<file path="src/design/crg_pkg.sv">
// Shared constants for the crop and resize address generator.
package crg_pkg;

   // Register and result field widths
   localparam int REG_W  = 10;
   localparam int ADDR_W = 21;
   localparam int DEST_W = 15;
   localparam int CSR_DATA_W = 32;
   localparam int CSR_ADDR_W = 4;

   // Default geometry
   localparam int SOURCE_SIZE_DEF = 640;
   localparam int OUT_HEIGHT_DEF  = 40;
   localparam int OUT_WIDTH_DEF   = 160;
   localparam int PIXEL_BYTES_DEF = 3;

   // Register reset values
   localparam int BOX_X_RESET = 0;
   localparam int BOX_Y_RESET = 0;
   localparam int BOX_W_RESET = 160;
   localparam int BOX_H_RESET = 40;

   // Register indexes (byte address 4*index)
   localparam logic [1:0] REG_BOX_X = 2'd0;
   localparam logic [1:0] REG_BOX_Y = 2'd1;
   localparam logic [1:0] REG_BOX_W = 2'd2;
   localparam logic [1:0] REG_BOX_H = 2'd3;

endpackage

</file>
<file path="src/design/crop_resize_address_generator.sv">
// Nearest-neighbour crop and resize read address generator.
//
//   port group  direction  handshake                 payload
//   req_        in         req_valid / req_stall     req_restart
//   rsp_        out        rsp_valid / rsp_stall     rsp_source_address, rsp_dest_index,
//                                                    rsp_out_of_range, rsp_last
//   csr_        in/out     APB-style, pready high    box_x, box_y, box_w, box_h
//
// One item per clock unless req_stall is high: an accepted item steps the walk counters
// and loads the result register in the same edge, so the result appears next cycle.
// The rate is set by the single result register, which takes a new item while
// the previous one is being taken downstream.
// Synchronous active-high reset clears the walk and restores the box registers.
// req_stall is high only while the result register is full and rsp_stall holds it.
module crop_resize_address_generator
   import crg_pkg::*;
#(
   parameter int SOURCE_SIZE = SOURCE_SIZE_DEF,
   parameter int OUT_HEIGHT  = OUT_HEIGHT_DEF,
   parameter int OUT_WIDTH   = OUT_WIDTH_DEF,
   parameter int PIXEL_BYTES = PIXEL_BYTES_DEF
) (
   input  logic                  clock,
   input  logic                  reset,
   input  logic                  req_valid,
   output logic                  req_stall,
   input  logic                  req_restart,
   output logic                  rsp_valid,
   input  logic                  rsp_stall,
   output logic [ADDR_W-1:0]     rsp_source_address,
   output logic [DEST_W-1:0]     rsp_dest_index,
   output logic                  rsp_out_of_range,
   output logic                  rsp_last,
   input  logic                  csr_psel,
   input  logic                  csr_penable,
   input  logic                  csr_pwrite,
   input  logic [CSR_ADDR_W-1:0] csr_paddr,
   input  logic [CSR_DATA_W-1:0] csr_pwdata,
   output logic [CSR_DATA_W-1:0] csr_prdata,
   output logic                  csr_pready
);

   localparam int COL_W = (OUT_WIDTH > 1) ? $clog2(OUT_WIDTH) : 1;
   localparam int ROW_W = (OUT_HEIGHT > 1) ? $clog2(OUT_HEIGHT) : 1;
   localparam int CH_W  = (PIXEL_BYTES > 1) ? $clog2(PIXEL_BYTES) : 1;
   localparam int OFF_W = REG_W + 1;
   localparam int SUM_W = REG_W + 2;
   localparam int SRC_W = $clog2(SOURCE_SIZE);
   localparam int MUL_W = 32;

   localparam logic [COL_W-1:0] COL_LAST = COL_W'(OUT_WIDTH - 1);
   localparam logic [ROW_W-1:0] ROW_LAST = ROW_W'(OUT_HEIGHT - 1);
   localparam logic [CH_W-1:0]  CH_LAST  = CH_W'(PIXEL_BYTES - 1);
   localparam logic [SRC_W-1:0] SRC_MAX  = SRC_W'(SOURCE_SIZE - 1);

   // Reciprocal constants: floor(v*MUL >> SHIFT) == floor(v/divisor) for all v < 2**REG_W
   localparam int    C_SHIFT  = REG_W + COL_W;
   localparam longint C_MUL   = ((64'd1 << C_SHIFT) + OUT_WIDTH - 1) / OUT_WIDTH;
   localparam int    C_PROD_W = REG_W + C_SHIFT + 1;
   localparam int    R_SHIFT  = REG_W + ROW_W;
   localparam longint R_MUL   = ((64'd1 << R_SHIFT) + OUT_HEIGHT - 1) / OUT_HEIGHT;
   localparam int    R_PROD_W = REG_W + R_SHIFT + 1;

   localparam logic [REG_W-1:0] COL_Q_RESET = REG_W'(BOX_W_RESET / OUT_WIDTH);
   localparam logic [COL_W-1:0] COL_R_RESET = COL_W'(BOX_W_RESET % OUT_WIDTH);
   localparam logic [REG_W-1:0] ROW_Q_RESET = REG_W'(BOX_H_RESET / OUT_HEIGHT);
   localparam logic [ROW_W-1:0] ROW_R_RESET = ROW_W'(BOX_H_RESET % OUT_HEIGHT);

   // Configuration registers and their step increments
   logic [REG_W-1:0] box_x_ff, box_y_ff, box_w_ff, box_h_ff;
   logic [REG_W-1:0] col_q_ff, row_q_ff;
   logic [COL_W-1:0] col_r_ff;
   logic [ROW_W-1:0] row_r_ff;

   logic              csr_write;
   logic [1:0]        csr_index;
   logic [REG_W-1:0]  wdata;
   logic [C_PROD_W-1:0] wc_prod;
   logic [REG_W-1:0]  wc_q;
   logic [COL_W-1:0]  wc_r;
   logic [R_PROD_W-1:0] wr_prod;
   logic [REG_W-1:0]  wr_q;
   logic [ROW_W-1:0]  wr_r;

   // Walk state
   logic [COL_W-1:0] out_column_ff, out_column_in;
   logic [ROW_W-1:0] out_row_ff, out_row_in;
   logic [CH_W-1:0]  channel_ff, channel_in;
   logic [OFF_W-1:0] col_off_ff, col_off_in;
   logic [COL_W-1:0] col_rem_ff, col_rem_in;
   logic [OFF_W-1:0] row_off_ff, row_off_in;
   logic [ROW_W-1:0] row_rem_ff, row_rem_in;

   logic [COL_W-1:0] e_col;
   logic [ROW_W-1:0] e_row;
   logic [CH_W-1:0]  e_ch;
   logic [OFF_W-1:0] e_coff, e_roff;
   logic [COL_W-1:0] e_crem;
   logic [ROW_W-1:0] e_rrem;

   logic [COL_W:0]   col_sum;
   logic             col_carry;
   logic [ROW_W:0]   row_sum;
   logic             row_carry;
   logic             ch_wrap, row_wrap, col_wrap;

   logic [SUM_W-1:0] src_col_sum, src_row_sum;
   logic             col_beyond, row_beyond;
   logic [SRC_W-1:0] src_col, src_row;
   logic [MUL_W-1:0] addr_full, dest_full;
   logic             is_last;

   // Result register
   logic              load;
   logic              rsp_valid_ff, rsp_valid_in;
   logic [ADDR_W-1:0] address_ff;
   logic [DEST_W-1:0] dest_ff;
   logic              beyond_ff, last_ff;

   // ---------------- configuration port ----------------
   assign csr_pready = 1'b1;
   assign csr_write  = csr_psel & csr_penable & csr_pwrite;
   assign csr_index  = csr_paddr[3:2];
   assign wdata      = csr_pwdata[REG_W-1:0];

   always_comb begin
      wc_prod = C_PROD_W'(wdata) * C_PROD_W'(C_MUL);
      wc_q    = REG_W'(wc_prod >> C_SHIFT);
      wc_r    = COL_W'(C_PROD_W'(wdata) - C_PROD_W'(wc_q) * C_PROD_W'(OUT_WIDTH));
      wr_prod = R_PROD_W'(wdata) * R_PROD_W'(R_MUL);
      wr_q    = REG_W'(wr_prod >> R_SHIFT);
      wr_r    = ROW_W'(R_PROD_W'(wdata) - R_PROD_W'(wr_q) * R_PROD_W'(OUT_HEIGHT));
   end

   always_ff @(posedge clock) begin
      if (reset) begin
         box_x_ff <= REG_W'(BOX_X_RESET);
         box_y_ff <= REG_W'(BOX_Y_RESET);
         box_w_ff <= REG_W'(BOX_W_RESET);
         box_h_ff <= REG_W'(BOX_H_RESET);
         col_q_ff <= COL_Q_RESET;
         col_r_ff <= COL_R_RESET;
         row_q_ff <= ROW_Q_RESET;
         row_r_ff <= ROW_R_RESET;
      end else if (csr_write) begin
         case (csr_index)
            REG_BOX_X: begin
               box_x_ff <= wdata;
            end
            REG_BOX_Y: begin
               box_y_ff <= wdata;
            end
            REG_BOX_W: begin
               box_w_ff <= wdata;
               col_q_ff <= wc_q;
               col_r_ff <= wc_r;
            end
            REG_BOX_H: begin
               box_h_ff <= wdata;
               row_q_ff <= wr_q;
               row_r_ff <= wr_r;
            end
            default: begin
            end
         endcase
      end
   end

   always_comb begin
      case (csr_index)
         REG_BOX_X: csr_prdata = CSR_DATA_W'(box_x_ff);
         REG_BOX_Y: csr_prdata = CSR_DATA_W'(box_y_ff);
         REG_BOX_W: csr_prdata = CSR_DATA_W'(box_w_ff);
         REG_BOX_H: csr_prdata = CSR_DATA_W'(box_h_ff);
         default:   csr_prdata = '0;
      endcase
   end

   // ---------------- walk ----------------
   assign req_stall = rsp_valid_ff & rsp_stall;
   assign load      = req_valid & ~req_stall;

   // restart applies before this item is produced
   always_comb begin
      if (req_restart) begin
         e_col  = '0;
         e_row  = '0;
         e_ch   = '0;
         e_coff = '0;
         e_crem = '0;
         e_roff = '0;
         e_rrem = '0;
      end else begin
         e_col  = out_column_ff;
         e_row  = out_row_ff;
         e_ch   = channel_ff;
         e_coff = col_off_ff;
         e_crem = col_rem_ff;
         e_roff = row_off_ff;
         e_rrem = row_rem_ff;
      end
   end

   always_comb begin
      col_sum   = {1'b0, e_crem} + {1'b0, col_r_ff};
      col_carry = col_sum >= (COL_W+1)'(OUT_WIDTH);
      row_sum   = {1'b0, e_rrem} + {1'b0, row_r_ff};
      row_carry = row_sum >= (ROW_W+1)'(OUT_HEIGHT);
      ch_wrap   = e_ch == CH_LAST;
      row_wrap  = e_row == ROW_LAST;
      col_wrap  = e_col == COL_LAST;

      out_column_in = e_col;
      out_row_in    = e_row;
      col_off_in    = e_coff;
      col_rem_in    = e_crem;
      row_off_in    = e_roff;
      row_rem_in    = e_rrem;
      channel_in    = ch_wrap ? '0 : e_ch + 1'b1;

      if (ch_wrap) begin
         if (!row_wrap) begin
            out_row_in = e_row + 1'b1;
            row_off_in = e_roff + OFF_W'(row_q_ff) + OFF_W'(row_carry);
            row_rem_in = row_carry ? ROW_W'(row_sum - (ROW_W+1)'(OUT_HEIGHT))
                                   : ROW_W'(row_sum);
         end else begin
            out_row_in = '0;
            row_off_in = '0;
            row_rem_in = '0;
            if (!col_wrap) begin
               out_column_in = e_col + 1'b1;
               col_off_in    = e_coff + OFF_W'(col_q_ff) + OFF_W'(col_carry);
               col_rem_in    = col_carry ? COL_W'(col_sum - (COL_W+1)'(OUT_WIDTH))
                                         : COL_W'(col_sum);
            end else begin
               out_column_in = '0;
               col_off_in    = '0;
               col_rem_in    = '0;
            end
         end
      end
   end

   always_ff @(posedge clock) begin
      if (reset) begin
         out_column_ff <= '0;
         out_row_ff    <= '0;
         channel_ff    <= '0;
         col_off_ff    <= '0;
         col_rem_ff    <= '0;
         row_off_ff    <= '0;
         row_rem_ff    <= '0;
      end else if (load) begin
         out_column_ff <= out_column_in;
         out_row_ff    <= out_row_in;
         channel_ff    <= channel_in;
         col_off_ff    <= col_off_in;
         col_rem_ff    <= col_rem_in;
         row_off_ff    <= row_off_in;
         row_rem_ff    <= row_rem_in;
      end
   end

   // ---------------- address and index ----------------
   always_comb begin
      src_col_sum = SUM_W'(box_x_ff) + SUM_W'(e_coff);
      src_row_sum = SUM_W'(box_y_ff) + SUM_W'(e_roff);
      col_beyond  = 32'(src_col_sum) >= 32'(SOURCE_SIZE);
      row_beyond  = 32'(src_row_sum) >= 32'(SOURCE_SIZE);
      src_col     = col_beyond ? SRC_MAX : SRC_W'(src_col_sum);
      src_row     = row_beyond ? SRC_MAX : SRC_W'(src_row_sum);
      addr_full   = MUL_W'(src_row) * MUL_W'(SOURCE_SIZE * PIXEL_BYTES)
                  + MUL_W'(src_col) * MUL_W'(PIXEL_BYTES) + MUL_W'(e_ch);
      dest_full   = (MUL_W'(e_col) * MUL_W'(OUT_HEIGHT) + MUL_W'(e_row))
                  * MUL_W'(PIXEL_BYTES) + MUL_W'(e_ch);
      is_last     = col_wrap & row_wrap & ch_wrap;
   end

   // ---------------- result register ----------------
   assign rsp_valid_in = load | (rsp_valid_ff & rsp_stall);

   always_ff @(posedge clock) begin
      if (reset) begin
         rsp_valid_ff <= 1'b0;
      end else begin
         rsp_valid_ff <= rsp_valid_in;
      end
   end

   always_ff @(posedge clock) begin
      if (load) begin
         address_ff <= addr_full[ADDR_W-1:0];
         dest_ff    <= dest_full[DEST_W-1:0];
         beyond_ff  <= col_beyond | row_beyond;
         last_ff    <= is_last;
      end
   end

   assign rsp_valid          = rsp_valid_ff;
   assign rsp_source_address = address_ff;
   assign rsp_dest_index     = dest_ff;
   assign rsp_out_of_range   = beyond_ff;
   assign rsp_last           = last_ff;

endmodule
</file>
<file path="config.mk">
export PLATFORM = sky130hd
export DESIGN_NAME = crop_resize_address_generator
export DESIGN_NICKNAME = d
export VERILOG_FILES = /design/src/design/crg_pkg.sv /design/src/design/crop_resize_address_generator.sv
export SDC_FILE = /design/constraint.sdc
export NUM_CORES = 1
export LEC_CHECK = 0
export BUFFER_PORTS_ARGS = -buffer_cell sky130_fd_sc_hd__buf_4
export CAP_MARGIN = 30
export CORE_MARGIN = 4
export CORE_UTILIZATION = 30
export CTS_BUF_LIST = sky130_fd_sc_hd__clkbuf_4 sky130_fd_sc_hd__clkbuf_8
export DETAILED_ROUTE_END_ITERATION = 12
export GPL_ROUTABILITY_DRIVEN = 0
export GPL_TIMING_DRIVEN = 0
export HOLD_SLACK_MARGIN = 0.03
export SETUP_SLACK_MARGIN = 0.02
export SYNTH_ARGS = -nofsm -noshare
export SYNTH_HDL_FRONTEND = slang
export SYNTH_SLANG_ARGS = --single-unit
</file>
<file path="constraint.sdc">
create_clock -name clock -period 9 [get_ports clock]
set_input_delay 1.8 -clock clock [delete_from_list [all_inputs] [get_ports clock]]
set_output_delay 1.8 -clock clock [all_outputs]
set_load 0.01 [all_outputs]
</file>
==> flow_metrics.tcl <==
set metrics [dict create \
    cpMostUsedCell "fa_1" \
    cts_sinks 145 \
    hp-start "col_rem_ff[7]" \
    max_slew_margin 0.322 \
    die_w_um 219 \
    drt-total-wl_um 33900 \
    die_h_um 219 \
    synth_async_sr_flop_share 0 \
    start_kind "primary input" \
    cp.required_ns 9.24 \
    drt_iter0_drc 746 \
    yosysUniqueCellTypes 82 \
    antenna_found_initial 0 \
    start_util 0.306 \
    synth_seq_cells 145 \
    synth.avg_cell_area_sq_um 8.80 \
    r2r_start "row_off_ff[1]" \
    htreeDepth 4 \
    synthCells 1512 \
    via_per_inst 4.93 \
    slew_violations 0 \
    drc_errors 0 \
    track_usage 0.144 \
    vias 10900 \
    fin_worst_skew_ns 0.0195 \
    netlist.area_leader.share 0.164 \
    ctsHoldBuffers 0 \
    rows 76 \
    finalInstanceArea_sq_um 15100 \
    netlist_area_sq_um 13300 \
    period_minus_slack_ns 8.58 \
    holdWs_ns 0.450 \
    max_slew.worst_pin.slew_ns 1.01 \
    finalCritPeriodShare 0.953 \
    clockBufferDepth 2 \
    fin_nets 1901 \
    core_sq_um 43500 \
    clk_pin_slew_ns 0.11 \
    ys_warn_count 0 \
    wl_per_cell_um 15.3 \
    yosysTopAreaCell "ha_1" \
    grt_pass1_vias 10700 \
    drtPass1Iterations 7 \
    synth_area_leaders "ha_1, dfxtp_1, fa_1, edfxtp_1, a21oi_1" \
    dpl.hpwl_um 27100 \
    path_buf_inv 5 \
    synth_most_common_cell "ha_1" \
    cp-end-kind "flop" \
    cts_tree "done" \
    synth_edf_count 38 \
    grt-ovfl-total 0 \
    detail-route-antenna-nets 0 \
    power.leakage_nw 6.98 \
    p_per_area_nw_per_um2 119 \
    diodes 0 \
    setup_viol 0 \
    max_stage_delay_ns 0.60 \
    maxCapViolCount 0 \
    worstSkewPairLatency_ns 0.49 \
    seq_area_frac_synth 0.247 \
    hp-class "flop to flop" \
    hold_viol_final 0 \
    grt_pass1_wl_um 55800 \
    ys.flop_type "dfxtp_1" \
    crit_start "req_restart" \
    placed_cells 2188 \
    area_growth_pct 13.8 \
    root_buffer "clkbuf_8" \
    grt_max_degree 40 \
    arrival_ns 8.82 \
    cp_max_fo 28 \
    status "finished clean" \
    synthTopCellsByCount "ha_1, nand2_1, a21oi_1" \
    tns_ns 0 \
    cpMaxStageDelayCell "fa_1" \
    vdd_drop_max_mv 0.0858 \
    post_dp_cell_area_sq_um 14700 \
    drive_above_1_share 0.108 \
    final_cells 2220 \
    numCtsBuffers 17 \
    top_level_ports 117 \
    crit_type "primary input to flop" \
    port_buffers 68 \
    dieArea_sq_um 47800 \
    cp_top_family "compound AO/OA/AOI/OAI gates" \
    fmax_mhz 117 \
]
==> sequential cells by signal (all words and copies together) (netlist names), 3 cells and up <==
signal	count
box_h_ff	10
box_w_ff	10
box_x_ff	10
box_y_ff	10
col_off_ff	11
col_q_ff	3
col_r_ff	3
col_rem_ff	8
out_column_ff	8
out_row_ff	6
row_off_ff	11
row_q_ff	5
row_r_ff	3
row_rem_ff	6
rsp_dest_index	15
rsp_source_address	21
==> metal layers <==
metal  up-vias  track usage  part of all wire
li1       5458            -                 -
met1      5155        0.203              0.47
met2       296        0.237              0.46
met3        34       0.0213             0.060
met4         0       0.0299            0.0099
met5         -            0                 0
==> layout make-up <==
| type | count | area (sq um) |
|---|---|---|
| clock inverter | 15 | 183 |
| tap | 585 | 732 |
| multi-input combinational | 1188 | 9250 |
| inverter | 119 | 447 |
| sequential | 145 | 3280 |
| clock buffer | 17 | 234 |
| buffer | 79 | 447 |
| timing repair buffer | 72 | 551 |
| fill | 4499 | 28300 |
==> through the flow <==
stage / utilization / power [mW] / worst slack, ns
after floorplan: - / 1.08 / 0.0638
after global placement: 0.337 / 1.23 / -1.48
after detailed placement: 0.337 / 1.25 / -1.55
after global routing: 0.348 / 1.92 / -0.00658
final: 0.348 / 1.80 / 0.423
after CTS: 0.347 / 1.81 / 0.0590
==> worst register-to-register path, cell delays in order, from the launching register on <==
cell and delay (ns):
dfxtp_1 0.44, nor2b_1 0.15, buf_2 0.19, xor2_1 0.09, ha_1 0.24, or3b_1 0.43
a211oi_4 0.29, o22ai_2 0.16, maj3_2 0.36, o21ba_1 0.23, o221ai_2 0.19, o31ai_2 0.12
buf_6 0.15, or3_1 0.39, fa_1 0.60, fa_1 0.47, fa_1 0.45, a21o_1 0.18
a21oi_1 0.22, o21bai_1 0.09, a21oi_1 0.22, o21ai_1 0.18, a21o_1 0.22, a311oi_2 0.35
nor3_1 0.12, xnor2_1 0.14
==> cell usage in the layout (no fill, tap or decap), types with 9 or more instances in the layout <==
cell / instances
o21bai_1: 10
ha_1: 174
o211ai_1: 9
a211oi_1: 9
buf_4: 93
mux4_2: 10
o21a_1: 11
nand3_1: 18
inv_1: 119
or3_1: 22
xnor2_1: 64
nand4_1: 10
edfxtp_1: 38
nor2_1: 113
clkbuf_1: 38
clkbuf_8: 17
dfxtp_1: 107
nand2_1: 136
and2_1: 10
nand3b_1: 14
and3_1: 11
a21oi_1: 122
o21ai_0: 58
a21o_1: 22
nand2b_1: 11
or2_2: 9
fa_1: 61
mux2i_1: 16
conb_1: 23
a22oi_1: 21
nor3_1: 30
nor2b_1: 53
xor2_1: 35
==> repair_timing <==
item                       CTS  global route
gates resized for setup      4            11
buffers inserted             0             2
setup endpoints to repair   11             7
pin swaps                    0             1
==> power breakdown <==
group          switching, mW  internal (mW)
combinational          0.315          0.226
clock                  0.322          0.239
sequential           0.00878          0.686
total                  0.645           1.15
==> cell families (layout without fill, tap and decap cells) <==
logic type,after synthesis,in the layout,synth area share
AND/OR/NAND/NOR,465,465,0.173
AO/OA/AOI/OAI,331,331,0.157
adder cells (fa/ha/maj),243,243,0.262
buffers and inverters,200,302,0.0656
flip-flops,145,145,0.247
XOR/XNOR,99,99,0.0652
multiplexers,27,27,0.0298
other,2,23,0.000565
==> final timing paths <==
path	cells after the start	slack [ns]	end
max	28	0.42	rsp_source_address[20]
min	2	0.45	col_rem_ff[7]
max reg2reg	25	2.11	rsp_source_address[20]
min reg2reg	2	0.45	col_rem_ff[7]
(Power assumes the default switching activity.)
